$ cat src/design/sirc20_pkg.sv
`default_nettype none

package sirc20_pkg;

    // Frame timing, in carrier periods.
    localparam logic [8:0] START_MARK_LEN = 9'd96;
    localparam logic [8:0] ONE_MARK_LEN   = 9'd48;
    localparam logic [8:0] UNIT_LEN       = 9'd24;
    localparam logic [8:0] GAP_LEN        = 9'd440;
    localparam logic [4:0] FRAME_BITS     = 5'd20;

    localparam int ADDR_W    = 13;
    localparam int CMD_W     = 7;
    localparam int CODE_W    = ADDR_W + CMD_W;
    localparam int CARRIER_W = 8;

    // Register reset values.
    localparam logic [ADDR_W-1:0]    ADDR_RESET  = 13'h1E3A;
    localparam logic [CARRIER_W-1:0] TOP_RESET   = 8'd24;
    localparam logic [CARRIER_W-1:0] MATCH_RESET = 8'd18;

    // Configuration register indexes.
    typedef enum logic [1:0] {
        REG_DEVICE_ADDRESS = 2'd0,
        REG_CARRIER_TOP    = 2'd1,
        REG_MARK_MATCH     = 2'd2,
        REG_UNUSED         = 2'd3
    } reg_idx_t;

    // Input operation codes.
    localparam logic OP_TICK    = 1'b0;
    localparam logic OP_REQUEST = 1'b1;

    typedef enum logic [5:0] {
        PH_IDLE        = 6'b000001,
        PH_START_MARK  = 6'b000010,
        PH_START_SPACE = 6'b000100,
        PH_BIT_MARK    = 6'b001000,
        PH_BIT_SPACE   = 6'b010000,
        PH_GAP         = 6'b100000
    } phase_t;

    typedef struct packed {
        logic [ADDR_W-1:0]    device_address;
        logic [CARRIER_W-1:0] carrier_top;
        logic [CARRIER_W-1:0] mark_match;
    } cfg_t;

    typedef struct packed {
        logic busy_res;
        logic ir_out;
    } res_t;

endpackage

`default_nettype wire

$ cat src/design/sirc20_cfg.sv
`default_nettype none

module sirc20_cfg
    import sirc20_pkg::*;
(
    input  wire logic              clk,
    input  wire logic              rst_n,
    input  wire logic              cfg_valid,
    output logic                   cfg_ready,
    input  wire logic [1:0]        cfg_addr,
    input  wire logic [ADDR_W-1:0] cfg_data,
    output cfg_t                   cfg
);

    cfg_t cfg_reg;

    // Writes are always taken.
    assign cfg_ready = 1'b1;
    assign cfg       = cfg_reg;

    always_ff @(posedge clk or negedge rst_n)
    begin
        if (!rst_n)
        begin
            cfg_reg.device_address <= ADDR_RESET;
            cfg_reg.carrier_top    <= TOP_RESET;
            cfg_reg.mark_match     <= MATCH_RESET;
        end
        else if (cfg_valid)
        begin
            unique case (reg_idx_t'(cfg_addr))
                REG_DEVICE_ADDRESS: cfg_reg.device_address <= cfg_data;
                REG_CARRIER_TOP:    cfg_reg.carrier_top    <= cfg_data[CARRIER_W-1:0];
                REG_MARK_MATCH:     cfg_reg.mark_match     <= cfg_data[CARRIER_W-1:0];
                default:            ;
            endcase
        end
    end

endmodule

`default_nettype wire

$ cat src/design/sirc20_core.sv
`default_nettype none

module sirc20_core
    import sirc20_pkg::*;
(
    input  wire logic             clk,
    input  wire logic             rst_n,
    input  wire logic             accept,
    input  wire logic             op,
    input  wire logic [CMD_W-1:0] command,
    input  wire cfg_t             cfg,
    output res_t                  res
);

    logic [CARRIER_W-1:0] carrier_count_reg, carrier_count_next;
    logic [CODE_W-1:0]    code_word_reg, code_word_next;
    phase_t               phase_reg, phase_next;
    logic [4:0]           bit_index_reg, bit_index_next;
    logic [8:0]           period_count_reg, period_count_next;
    logic                 second_frame_reg, second_frame_next;

    logic       in_mark;
    logic       cur_bit;
    logic [8:0] phase_len;
    logic [8:0] period_inc;
    logic [4:0] bit_inc;
    logic [CODE_W-1:0] code_shift;

    assign code_shift = code_word_reg >> bit_index_reg;
    assign cur_bit    = code_shift[0];
    assign in_mark    = (phase_reg == PH_START_MARK) || (phase_reg == PH_BIT_MARK);
    assign period_inc = period_count_reg + 9'd1;
    assign bit_inc    = bit_index_reg + 5'd1;

    // Output reflects the state before the tick; a request reports busy at once
    // and its level comes from the state before it, as for a tick.
    assign res = '{busy_res: (phase_reg != PH_IDLE) || (op == OP_REQUEST),
                   ir_out:   in_mark && (carrier_count_reg > cfg.mark_match)};

    always_comb
    begin
        unique case (phase_reg)
            PH_START_MARK: phase_len = START_MARK_LEN;
            PH_BIT_MARK:   phase_len = cur_bit ? ONE_MARK_LEN : UNIT_LEN;
            PH_GAP:        phase_len = GAP_LEN;
            default:       phase_len = UNIT_LEN;
        endcase
    end

    always_comb
    begin
        carrier_count_next = carrier_count_reg;
        code_word_next     = code_word_reg;
        phase_next         = phase_reg;
        bit_index_next     = bit_index_reg;
        period_count_next  = period_count_reg;
        second_frame_next  = second_frame_reg;

        if (accept)
        begin
            if (op == OP_REQUEST)
            begin
                if (phase_reg == PH_IDLE)
                begin
                    code_word_next     = {cfg.device_address, command};
                    carrier_count_next = '0;
                    phase_next         = PH_START_MARK;
                    bit_index_next     = '0;
                    period_count_next  = '0;
                    second_frame_next  = 1'b0;
                end
            end
            else if (carrier_count_reg == cfg.carrier_top)
            begin
                carrier_count_next = '0;
                if (phase_reg != PH_IDLE)
                begin
                    period_count_next = period_inc;
                    if (period_inc >= phase_len)
                    begin
                        period_count_next = '0;
                        unique case (phase_reg)
                            PH_START_MARK:  phase_next = PH_START_SPACE;
                            PH_START_SPACE: phase_next = PH_BIT_MARK;
                            PH_BIT_MARK:    phase_next = PH_BIT_SPACE;
                            PH_BIT_SPACE:
                            begin
                                if (bit_inc >= FRAME_BITS)
                                begin
                                    bit_index_next = '0;
                                    if (second_frame_reg)
                                    begin
                                        phase_next        = PH_IDLE;
                                        second_frame_next = 1'b0;
                                    end
                                    else
                                    begin
                                        phase_next = PH_GAP;
                                    end
                                end
                                else
                                begin
                                    bit_index_next = bit_inc;
                                    phase_next     = PH_BIT_MARK;
                                end
                            end
                            PH_GAP:
                            begin
                                second_frame_next = 1'b1;
                                bit_index_next    = '0;
                                phase_next        = PH_START_MARK;
                            end
                            default: phase_next = PH_IDLE;
                        endcase
                    end
                end
            end
            else
            begin
                carrier_count_next = carrier_count_reg + 8'd1;
            end
        end
    end

    always_ff @(posedge clk or negedge rst_n)
    begin
        if (!rst_n)
        begin
            carrier_count_reg <= '0;
            code_word_reg     <= '0;
            phase_reg         <= PH_IDLE;
            bit_index_reg     <= '0;
            period_count_reg  <= '0;
            second_frame_reg  <= 1'b0;
        end
        else
        begin
            carrier_count_reg <= carrier_count_next;
            code_word_reg     <= code_word_next;
            phase_reg         <= phase_next;
            bit_index_reg     <= bit_index_next;
            period_count_reg  <= period_count_next;
            second_frame_reg  <= second_frame_next;
        end
    end

endmodule

`default_nettype wire

$ cat src/design/sirc20_outq.sv
`default_nettype none

module sirc20_outq
    import sirc20_pkg::*;
(
    input  wire logic clk,
    input  wire logic rst_n,
    input  wire logic push,
    input  wire res_t push_data,
    output logic      can_push,
    output logic      out_valid,
    input  wire logic out_ready,
    output res_t      out_data
);

    // Two-entry buffer: head register plus one skid entry.
    logic [1:0] count_reg, count_next;
    res_t       head_reg, head_next;
    res_t       skid_reg, skid_next;
    logic       pop;

    assign can_push  = (count_reg != 2'd2);
    assign out_valid = (count_reg != 2'd0);
    assign out_data  = head_reg;
    assign pop       = out_valid && out_ready;

    always_comb
    begin
        count_next = count_reg;
        head_next  = head_reg;
        skid_next  = skid_reg;
        unique case ({push, pop})
            2'b10:
            begin
                if (count_reg == 2'd0)
                    head_next = push_data;
                else
                    skid_next = push_data;
                count_next = count_reg + 2'd1;
            end
            2'b01:
            begin
                head_next  = skid_reg;
                count_next = count_reg - 2'd1;
            end
            2'b11:
            begin
                // A push only happens below full, so exactly one entry is held.
                head_next = push_data;
            end
            default: ;
        endcase
    end

    always_ff @(posedge clk or negedge rst_n)
    begin
        if (!rst_n)
            count_reg <= '0;
        else
            count_reg <= count_next;
    end

    always_ff @(posedge clk)
    begin
        head_reg <= head_next;
        skid_reg <= skid_next;
    end

endmodule

`default_nettype wire

$ cat src/design/sirc20_ir_transmitter_top.sv
// Channel   Direction  Signals                       Contents
// s_axis    in         tvalid tready tdata tuser     command, op (tick or send request)
// m_axis    out        tvalid tready tdata           ir_out, busy_res
// cfg       in         cfg_valid cfg_ready addr data device_address, carrier_top, mark_match
//
// Every input transaction produces one result, registered in the result buffer; a new item is taken
// in every cycle as long as the two-entry result buffer is not full.
// The transmit state is updated at the clock edge that accepts an item.
// Reset (rst_n, asynchronous) returns to idle with the register defaults loaded.
// A stalled result port fills the buffer and then drops s_axis_tready.
`default_nettype none

module sirc20_ir_transmitter_top
    import sirc20_pkg::*;
(
    input  wire logic              clk,
    input  wire logic              rst_n,

    // Input stream: one timer tick or one send request per transaction.
    input  wire logic              s_axis_tvalid,
    output logic                   s_axis_tready,
    input  wire logic [7:0]        s_axis_tdata,   // [6:0] command, [7] zero fill
    input  wire logic              s_axis_tuser,   // [0] op

    // Result stream: drive level and busy flag for each input transaction.
    output logic                   m_axis_tvalid,
    input  wire logic              m_axis_tready,
    output logic [7:0]             m_axis_tdata,   // [0] ir_out, [1] busy_res, [7:2] zero

    // Configuration writes.
    input  wire logic              cfg_valid,
    output logic                   cfg_ready,
    input  wire logic [1:0]        cfg_addr,
    input  wire logic [ADDR_W-1:0] cfg_data
);

    cfg_t cfg;
    res_t step_res;
    res_t out_res;
    logic accept;

    assign accept = s_axis_tvalid && s_axis_tready;

    sirc20_cfg u_cfg (
        .clk       (clk),
        .rst_n     (rst_n),
        .cfg_valid (cfg_valid),
        .cfg_ready (cfg_ready),
        .cfg_addr  (cfg_addr),
        .cfg_data  (cfg_data),
        .cfg       (cfg)
    );

    // The transmit sequencer: carrier counter, phase, bit and period counters.
    sirc20_core u_core (
        .clk     (clk),
        .rst_n   (rst_n),
        .accept  (accept),
        .op      (s_axis_tuser),
        .command (s_axis_tdata[CMD_W-1:0]),
        .cfg     (cfg),
        .res     (step_res)
    );

    // Results are registered here, which decouples input ready from output ready.
    sirc20_outq u_outq (
        .clk       (clk),
        .rst_n     (rst_n),
        .push      (accept),
        .push_data (step_res),
        .can_push  (s_axis_tready),
        .out_valid (m_axis_tvalid),
        .out_ready (m_axis_tready),
        .out_data  (out_res)
    );

    assign m_axis_tdata = {6'b0, out_res.busy_res, out_res.ir_out};

endmodule

`default_nettype wire

$ cat config.mk
export PLATFORM = sky130hd
export DESIGN_NAME = sirc20_ir_transmitter_top
export DESIGN_NICKNAME = d
export VERILOG_FILES = /design/src/design/sirc20_pkg.sv /design/src/design/sirc20_cfg.sv /design/src/design/sirc20_core.sv /design/src/design/sirc20_outq.sv /design/src/design/sirc20_ir_transmitter_top.sv
export SDC_FILE = /design/constraint.sdc
export NUM_CORES = 1
export LEC_CHECK = 0
export ABC_AREA = 1
export BUFFER_PORTS_ARGS = -buffer_cell sky130_fd_sc_hd__buf_2
export CAP_MARGIN = 40
export CORE_ASPECT_RATIO = 0.75
export CORE_MARGIN = 2
export CORE_UTILIZATION = 32
export CTS_CLUSTER_SIZE = 24
export DETAILED_ROUTE_END_ITERATION = 8
export MAX_ROUTING_LAYER = met4
export PLACE_DENSITY = 0.52
export SETUP_SLACK_MARGIN = 0.15
export SLEW_MARGIN = 10
export SYNTH_ARGS = -nofsm -noshare
export SYNTH_HDL_FRONTEND = slang
export SYNTH_SLANG_ARGS = --single-unit
$ cat constraint.sdc
create_clock -name clk -period 5.6 [get_ports clk]
set_input_delay 1.12 -clock clk [delete_from_list [all_inputs] [get_ports clk]]
set_output_delay 1.12 -clock clk [all_outputs]
set_load 0.05 [all_outputs]
== Word-level counts from Yosys, hierarchy flattened ==
Cells that the tools add are included.

* Input port bits: 29
* Word-level logic and storage cells: 101
* Register bits: 84

* Order comparisons: 3
* Reductions and logical operators: 25
* Equality and inequality tests: 17
* Bitwise operators: 1
* Shifts and indexed selects: 1
* Add/subtract/negate cells: 5
* Multiplexer cells: 35

{| class="wikitable"
|+ Operators with widths
! operator !! count
|-
| two-way mux 6 bit || 8
|-
| two-way mux 9 bit || 5
|-
| two-way mux 5 bit || 6
|-
| case mux 6 bit (5 select lines) || 1
|-
| case mux 9 bit (3 select lines) || 1
|-
| two-way mux 8 bit || 3
|-
| right shift 20 x 5 -> 1 bit || 1
|-
| AND reduction 2 bit || 6
|-
| case mux 5 bit (2 select lines) || 1
|-
| nonzero test 2 bit || 5
|-
| adder 9 x 1 -> 9 bit, second input constant || 1
|-
| greater-or-equal comparator 9 bit || 1
|-
| adder 8 x 1 -> 8 bit, second input constant || 1
|-
| equality test 8 bit || 1
|-
| greater-than comparator 8 bit || 1
|-
| AND reduction 7 bit || 1
|-
| equality test 2 bit, second input constant || 3
|-
| equality test 6 x 1 -> 1 bit, second input constant || 1
|-
| equality test 6 x 2 -> 1 bit, second input constant || 1
|-
| equality test 6 x 3 -> 1 bit, second input constant || 1
|-
| equality test 6 x 4 -> 1 bit, second input constant || 1
|-
| equality test 6 x 5 -> 1 bit, second input constant || 1
|-
| equality test 6 bit, second input constant || 1
|-
| two-way mux 1 bit || 6
|-
| other kinds (22) || 29
|}

== Depth between registers and ports, before layout ==
Gate-level depths: netlist (run 1).

* Word-level depth: 8
* Mapped depth: 21

== Hierarchy ==
From an unflattened synthesis (run 1), not the netlist that was laid out.

* Cells, all modules: 601
* Area total of the unflattened synthesis: 4,840.9 um2

{| class="wikitable"
|+ By module, submodules not included
! module !! area an instance (um2) !! seq. area each (um2) !! cells each !! instances
|-
| sirc20_core || 3,246.9 || 1,227.4 || 429 || 1
|-
| sirc20_cfg || 1,212.4 || 740.7 || 131 || 1
|-
| sirc20_outq || 325.3 || 170.2 || 32 || 1
|-
| sirc20_ir_transmitter_top || 56.3 || 0.0 || 9 || 1
|}

== Worst setup path before layout (run 1) ==
No wires, ideal clock.

* Path type: register to register
* From: register u_core.bit_index_reg[0]
* To: register u_core.phase_reg[1]
* Buffers on the path: 1
* Stages on the path, launching flop included: 21
* Arrival time: 2.207 ns
* Library setup time: 0.127 ns
* Slack: 3.265 ns
* Path through: dfrtp_1 -> clkinv_1 -> nand2_1 -> nand3_1 -> nand3_1 -> nand3_1 -> nand2_1 -> nand2_1 -> nand2_1 -> a21oi_1 -> ha_1 -> nand2_1 -> nor2_1 -> nand3_1 -> inv_1 -> nor2_1 -> nor2_4 -> nand3_2 -> buf_6 -> nand2_1 -> o21ai_2

* Cells in the longest elaborated chain, start to end: 8

{| class="wikitable"
|+ RTL lines
! item !! line !! text
|-
| from (decl) || sirc20_core.sv:18 || <nowiki>logic [4:0] bit_index_reg, bit_index_next;</nowiki>
|-
| from (signal assigned) || sirc20_core.sv:141 || <nowiki>bit_index_reg <= bit_index_next;</nowiki>
|-
| adder 5 x 1 -> 5 bit || sirc20_core.sv:33 || <nowiki>assign bit_inc = bit_index_reg + 5'd1;</nowiki>
|-
| greater-or-equal comparator 5 bit || sirc20_core.sv:88 || <nowiki>if (bit_inc >= FRAME_BITS)</nowiki>
|-
| two-way mux 6 bit || sirc20_core.sv:88 ||
|-
| case mux 6 bit (5 select lines) || sirc20_core.sv:82 || <nowiki>unique case (phase_reg)</nowiki>
|-
| two-way mux 6 bit || sirc20_core.sv:79 || <nowiki>if (period_inc >= phase_len)</nowiki>
|-
| two-way mux 6 bit || sirc20_core.sv:76 || <nowiki>if (phase_reg != PH_IDLE)</nowiki>
|-
| two-way mux 6 bit || sirc20_core.sv:73 || <nowiki>else if (carrier_count_reg == cfg.carrier_top)</nowiki>
|-
| two-way mux 6 bit || sirc20_core.sv:61 || <nowiki>if (op == OP_REQUEST)</nowiki>
|-
| to (signal assigned) || sirc20_core.sv:140 || <nowiki>phase_reg <= phase_next;</nowiki>
|-
| to (decl) || sirc20_core.sv:17 || <nowiki>phase_t phase_reg, phase_next;</nowiki>
|}

Parallel ways exist; a longest one is shown, timed or not. The select of a mux whose other input is x is not followed.
A chain may end at the register's enable or synchronous reset.

== Final worst setup path (run 1) ==
* From: register u_core.bit_index_reg[0]
* To: register u_core.phase_reg[2]

The elaborated chain is that of the path after synthesis.

==> results.py, run 1 <==
metrics = {
    "timing": {
        "setup_tns_ps": 0,
        "drv_slew": 0,
        "slew_headroom_pct": 49.4,
        "grt_setup_unrepaired": "false",
        "fin_hold_ws_ps": 473,
        "fin_crit_ps": 3210,
        "clock.fmax_mhz": 312,
        "setup_viol": 0,
        "clock_skew_ps": 5.34,
        "period_share_pct": 57.2,
        "fin_ws_ps": 2390,
        "hold_viol": 0,
        "worst_slew_pin_slew_ps": 757,
    },
    "worst_setup_path": {
        "max_stage_delay_ps": 690,
        "crit_buf_inv": 2,
        "crit_path_end": "u_core.phase_reg[2]",
        "crit_path_top_delay_cell": "dfrtp_1",
        "ff2ff_path_depth": 19,
        "reg2reg_to": "u_core.phase_reg[2]",
        "reg2reg_slack_ps": 2390,
        "path_delay_family": "simple AND/OR/NAND/NOR gates",
        "crit_required_ps": 5830,
        "cp.depth": 19,
        "cp_cell_sequence": "clkinv_1 -> nand2_1 -> nand3_1 -> nand3_1 -> nand3_1 -> nand2_1 -> nand2_1 -> nand2_1 -> a21oi_1 -> ha_1 -> nand2_1 -> nor2_1 -> nand3_1 -> inv_1 -> nor2_1 -> nor2_4 -> nand3_2 -> nand2_1 -> o21ai_2",
        "path_class": "flop to flop",
        "worst_setup_path_start_kind": "flop",
        "crit_path_end_kind": "flop",
        "r2r-start": "u_core.bit_index_reg[0]",
        "crit_top_cell": "nand2_1",
        "arrival_ps": 3430,
        "cp_max_fo": 17,
        "critPathLaunch": "u_core.bit_index_reg[0]",
    },
    "power_and_ir_drop": {
        "vdd_drop_max_v": 0.000138,
        "leakagePower_uw": 0.00274,
        "power_density_nw_per_um2": 415,
    },
    "floorplanning": {
        "die_y_um": 109,
        "core.rowCount": 38,
        "start_util_pct": 32.6,
        "coreArea_sq_um": 14400,
        "die_w_um": 144,
        "dieArea_sq_um": 15700,
        "io-pin-count": 40,
    },
    "placed_design": {
        "dp_hpwl_um": 7160,
        "pre_cts_ws_ps": 2410,
        "gp_congestion": 0.787,
        "port_buffers": 31,
    },
    "routing": {
        "dr_total_vias": 3616,
        "wl_per_cell_um": 11.5,
        "drt-initial-drc-count": 302,
        "dr.pass1.iters": 4,
        "viasPerCell": 4.35,
        "route.detailed.drc": 0,
        "antenna_left": 0,
        "drt_wl_total_um": 9550,
    },
    "min_path": {
        "min_path_cells": 2,
        "min_from": "u_cfg.cfg[26]",
        "hold_path_class": "flop to flop",
    },
    "clock_network": {
        "cts.repair.resized": 0,
        "clk_pin_slew_ps": 70,
        "cts-root-buf": "clkbuf_16",
        "cts_buffers": 9,
        "cts_htree_levels": 3,
        "cts_tree": "built",
        "ctsHoldBuffers": 0,
        "insertion_delay_ps": 340,
        "post-cts-setup-buffer-count": 0,
        "cts.path.max_buffers": 2,
        "cts.sinks": 84,
    },
    "synth": {
        "synth.distinct_cells": 37,
        "syn-cell-area_sq_um": 4700,
        "synthCells": 598,
        "synth_seq_cells": 84,
        "syn-mean-instance-area_sq_um": 7.86,
        "yosys-top-cells-area": "dfrtp_1, nand2_1, dfstp_2, inv_1, ha_1",
        "ys_warn_count": 0,
        "synth_top_area_cell": "dfrtp_1",
        "synth_top_area_share_pct": 35.6,
        "yosysSeqAreaShare_pct": 45.5,
    },
    "cells_and_area": {
        "largest_reg_flops": 29,
        "drive_above_1_share_pct": 13.9,
        "post-route-util_pct": 36.9,
        "n_antenna_cell": 0,
        "synthToLayoutAreaGrowth_pct": 13.2,
        "fin_nets": 676,
    },
    "grt": {
        "grt_pass1_vias": 3480,
        "grt_overflow": 0,
        "antenna_found_initial": 0,
        "grt.total_usage_pct": 13.9,
        "grt_pass1_wl_um": 16700,
        "grt_max_degree": 42,
    },
    "run_status": {
        "status": "finished clean",
    },
    "flow_run": {
        "max_cap_viol_count": 0,
    },
}
power by group:
part           internal (uW)  switching (uW)  total [uW]
sequential               785             111         896
combinational            249             460         710
clock                    349             256         605
kinds of logic after synthesis:
kind of cell    Yosys count  synth area share (%)
flops                    84                  45.5
other cells               2                 0.160
buf+inv                 108                  9.82
mux                       2                 0.479
fa+ha+maj                21                  5.59
simple gates            280                  26.0
xor+xnor                 15                  2.79
compound gates           86                  9.74
metal layers:
layer	part of all wire, %	wire, um	vias up	track usage [%]
met3	3.3	318	11	3.07
met5	0	0	-	-
met1	52	5010	1641	19.9
met4	1.3	127	0	4.20
met2	43	4090	39	19.7
li1	-	-	1925	-
worst min path at each step:
stage / end / slack, ps
floorplan: u_cfg.cfg[26] / 450
global placement: u_cfg.cfg[27] / 460
detailed placement: u_cfg.cfg[28] / 460
CTS: u_cfg.cfg[28] / 470
global route: u_cfg.cfg[28] / 490
finish: u_cfg.cfg[26] / 470
synthesized netlist by cell type:
| cell | n |
|---|---|
| nand2_1 | 162 |
| inv_1 | 80 |
| dfrtp_1 | 67 |
| nor2_1 | 60 |
| o21ai_0 | 46 |
| nand3_1 | 34 |
| a21oi_1 | 26 |
| ha_1 | 21 |
| dfstp_2 | 13 |
| nand4_1 | 8 |
| xnor2_1 | 8 |
| buf_4 | 7 |
| xor2_1 | 7 |
| buf_2 | 6 |
| inv_2 | 6 |
| clkbuf_1 | 5 |
| edfxtp_1 | 4 |
| o21ai_1 | 4 |
| o21ai_2 | 4 |
| buf_6 | 3 |
| nand3_2 | 3 |
| nor2_4 | 3 |
| conb_1 | 2 |
| mux2_2 | 2 |
| nand2_2 | 2 |
| nand2_4 | 2 |
| o21bai_1 | 2 |
| o22ai_1 | 2 |
| a21boi_0 | 1 |
| and3_1 | 1 |
| and3_4 | 1 |
| clkinv_1 | 1 |
| nand3_4 | 1 |
| nand3b_1 | 1 |
| nor2_2 | 1 |
| nor2_8 | 1 |
| o31ai_1 | 1 |
per-stage QoR:
stage,area (sq um),power [uW],std cells
3_3_place_gp,5000,1600,814
2_1_floorplan,4720,1450,603
3_5_place_dp,5020,1620,815
4_1_cts,5320,2240,831
6_report,5320,2210,831
5_1_grt,5320,2400,831
final cells by class:
class                   instances  area, sq um
flip-flops and latches         84         2140
inverters                      87          327
clock inverters                 7         75.1
fillers                      1470         9080
multi-input cells             411         2120
clock buffers                   9          225
repair buffers                 33          185
well taps                     200          250
cell usage in the layout (no fill, tap or decap), drive strengths merged, types with 4 or more instances in the layout:
master	instances
a21oi	26
buf	33
clkbuf	9
clkinv	5
conb	7
dfrtp	67
dfstp	13
edfxtp	4
ha	21
inv	88
nand2	166
nand3	38
nand4	8
nor2	65
o21ai	54
xnor2	8
xor2	7
worst min-delay path, delay by kind of cell, from the launching register on:
kind,cells,cell delay (ps)
flip-flops,1,360
buffers and inverters,1,60
AO/OA/AOI/OAI,1,60
(Power assumes the default switching activity.)
==> inputs of run 2 (changes only) <==
- ABC_AREA: 1 -> 0
- PLACE_DENSITY: 0.52 -> 0.54
- clock period: 5.6 -> 2.9 ns (I/O delays scaled with it)
==> run 2 against run 1 <==
  * The flow now finishes with violations (negative setup slack)
  * Power up 100%
  * Sequential share of layout area down 2.0 points
  * Register-to-register slack worse by 2600 ps
  * Die area down 2.1%
  * Hold slack worse by 290 ps
  * Critical path depth down 6
  * Global-route usage down 0.71 points
  * Critical path type unchanged
  * Highest routed layer unchanged
==> results.py, run 2 <==
metrics = {
    "run_status": {
        "status": "complete, but fails checks",
        "violations": "negative setup slack",
    },
    "clock_network": {
        "insertion_delay_ps": 330,
        "ctsHoldBuffers": 0,
        "clk_pin_slew_ps": 60,
        "cts_htree_levels": 3,
        "cts.path.max_buffers": 2,
        "cts-root-buf": "clkbuf_16",
        "cts_buffers": 9,
        "cts.sinks": 84,
        "cts_tree": "built",
    },
    "cells_and_area": {
        "layout_common_cells": "dfrtp_1, mux2_2, buf_2, nand2_1, buf_4",
        "fin_nets": 525,
        "largest_reg_flops": 29,
        "layout_commonest_cell": "dfrtp_1",
        "n_antenna_cell": 0,
        "drive_above_1_share_pct": 37.9,
        "layoutNonFillerInstCount": 655,
        "synthToLayoutAreaGrowth_pct": 21.8,
        "post-route-util_pct": 40.4,
    },
    "worst_setup_path": {
        "cp_cell_sequence": "mux4_2 -> o21ai_1 -> a2111oi_2 -> or3_4 -> o21ai_2 -> ha_1 -> and3_4 -> a221oi_2 -> o221ai_2 -> buf_4 -> o2111ai_4 -> nand2b_4 -> o21ai_1",
        "cp_max_fo": 5,
        "max_stage_delay_ps": 510,
        "crit_path_top_delay_cell": "mux4_2",
        "crit_buf_inv": 1,
        "path_delay_family": "compound AO/OA/AOI/OAI gates",
        "path_class": "flop to flop",
        "crit_required_ps": 3120,
        "crit_path_end_kind": "flop",
        "arrival_ps": 3330,
        "crit_top_cell": "o21ai_1",
        "worst_setup_path_start_kind": "flop",
    },
    "timing": {
        "clock.fmax_mhz": 322,
        "fin_ws_ps": -209,
        "hold_viol": 0,
        "clock_skew_ps": 5.84,
        "slew_headroom_pct": 55.3,
        "drv_slew": 0,
        "setup_viol": 21,
        "worst_slew_pin_slew_ps": 671,
        "fin_hold_ws_ps": 184,
        "grt_setup_unrepaired": "true",
        "period_share_pct": 107,
        "fin_crit_ps": 3110,
        "setup_tns_ps": -2920,
    },
    "placed_design": {
        "dp_hpwl_um": 6780,
        "port_buffers": 31,
        "dp_cells": 632,
        "gp_congestion": 0.843,
    },
    "synth": {
        "synth_edf_count": 4,
        "synth_commonest_cells": "dfrtp_1, mux2_2, nand2_1, o21ai_1, ha_1",
        "yosysSeqAreaShare_pct": 46.5,
        "syn-mean-instance-area_sq_um": 11.0,
        "syn-cell-area_sq_um": 4600,
        "async_flop_share_pct": 95.2,
        "synthCells": 417,
        "ys.flop_type": "dfrtp_1",
        "synth_top_area_cell": "dfrtp_1",
        "synth.distinct_cells": 58,
        "synth_top_area_share_pct": 36.4,
        "synth_seq_cells": 84,
        "yosys-top-cells-area": "dfrtp_1, mux2_2, dfstp_2, ha_1, xnor2_1",
        "ys_warn_count": 0,
        "yosysMostFrequentCell": "dfrtp_1",
    },
    "grt": {
        "grt_max_degree": 50,
        "grt_pass1_wl_um": 15600,
        "grt_pass1_vias": 3115,
        "antenna_found_initial": 0,
        "grt.total_usage_pct": 13.2,
        "grt_overflow": 0,
    },
    "floorplanning": {
        "start_util_pct": 33.1,
        "io-pin-count": 40,
        "die_w_um": 142,
        "core.rowCount": 37,
        "coreArea_sq_um": 13900,
        "die_y_um": 108,
        "dieArea_sq_um": 15400,
    },
    "power_and_ir_drop": {
        "leakagePower_uw": 0.00249,
        "vdd_drop_max_v": 0.000412,
        "power_density_nw_per_um2": 801,
    },
    "routing": {
        "antenna_left": 0,
        "dr.pass1.iters": 6,
        "dr_total_vias": 3310,
        "viasPerCell": 5.05,
        "drt-initial-drc-count": 127,
        "wl_per_cell_um": 14.2,
        "drt_wl_total_um": 9310,
        "route.detailed.drc": 0,
    },
    "flow_run": {
        "max_cap_viol_count": 0,
    },
    "min_path": {
        "hold_path_class": "input port to asynchronous set/reset pin",
    },
}
-- run 2: cell types whose count changed in the layout (fill, tap and decap cells not counted), moves of 20 or more --
cell     before  now
o21ai_0      46    9
inv_1        80   20
nand3_1      34   14
buf_4         2   27
nor2_1       60   15
mux2_2        2   47
nand2_1     162   29
-- run 2: final cells by class --
| type | count | area [sq um] |
|---|---|---|
| fillers | 1337 | 8280 |
| clock inverters | 6 | 71.3 |
| inverters | 20 | 75.1 |
| flip-flops and latches | 84 | 2140 |
| well taps | 175 | 219 |
| clock buffers | 10 | 229 |
| multi-input cells | 297 | 2420 |
| repair buffers | 63 | 445 |
-- run 2: report_power, final --
group	internal, uW	switching [uW]	total, uW
Clock	675	476	1150
Sequential	1520	228	1750
Combinational	785	807	1590
Total	2980	1510	4490
-- run 2: metrics by stage --
stage | worst slack, ps | area [sq um] | power [uW]
floorplan | -174 | 4650 | 2790
global placement | -339 | 5070 | 3170
detailed placement | -445 | 5090 | 3220
CTS | -262 | 5540 | 4490
global route | -363 | 5600 | 4790
finish | -209 | 5600 | 4490
-- run 2: final timing paths --
check                                         startpoint                       end  slack (ps)  cells after the start
worst max-delay path             u_core.bit_index_reg[0]   u_core.bit_index_reg[0]        -210                     13
worst min-delay path                               rst_n             u_cfg.cfg[24]         180                      1
worst max register to register   u_core.bit_index_reg[0]   u_core.bit_index_reg[0]        -210                     13
worst min register to register  u_core.code_word_reg[10]  u_core.code_word_reg[10]         490                      1
max in group asynchronous                          rst_n             u_cfg.cfg[12]        2080                      2
min in group clk                         s_axis_tdata[0]   u_core.code_word_reg[0]         470                      2
-- run 2: what timing repair did --
action / in CTS / in global routing
setup buffers: 6 / 1
pin swaps: 10 / 3
endpoints found under the setup margin: 21 / 21
resized for setup: 21 / 12
-- run 2: cells by family (layout without fill, tap and decap cells) --
family,after synthesis,count (layout),share of synthesized area (%)
AO/OA/AOI/OAI,70,70,10.3
XOR/XNOR,20,20,3.81
adder cells (fa/ha/maj),21,21,5.71
buffers and inverters,41,99,4.43
flip-flops,84,84,46.5
multiplexers,57,57,14.6
other,2,7,0.163
AND/OR/NAND/NOR,122,122,14.5
-- run 2: layer usage --
metal  routed length, um  vias up  track usage, %
li1                    -     1598               -
met1                4680     1639            18.6
met2                4200       58            19.4
met3                 323       15            2.94
met4                 106        0            3.39
met5                   0        -               -
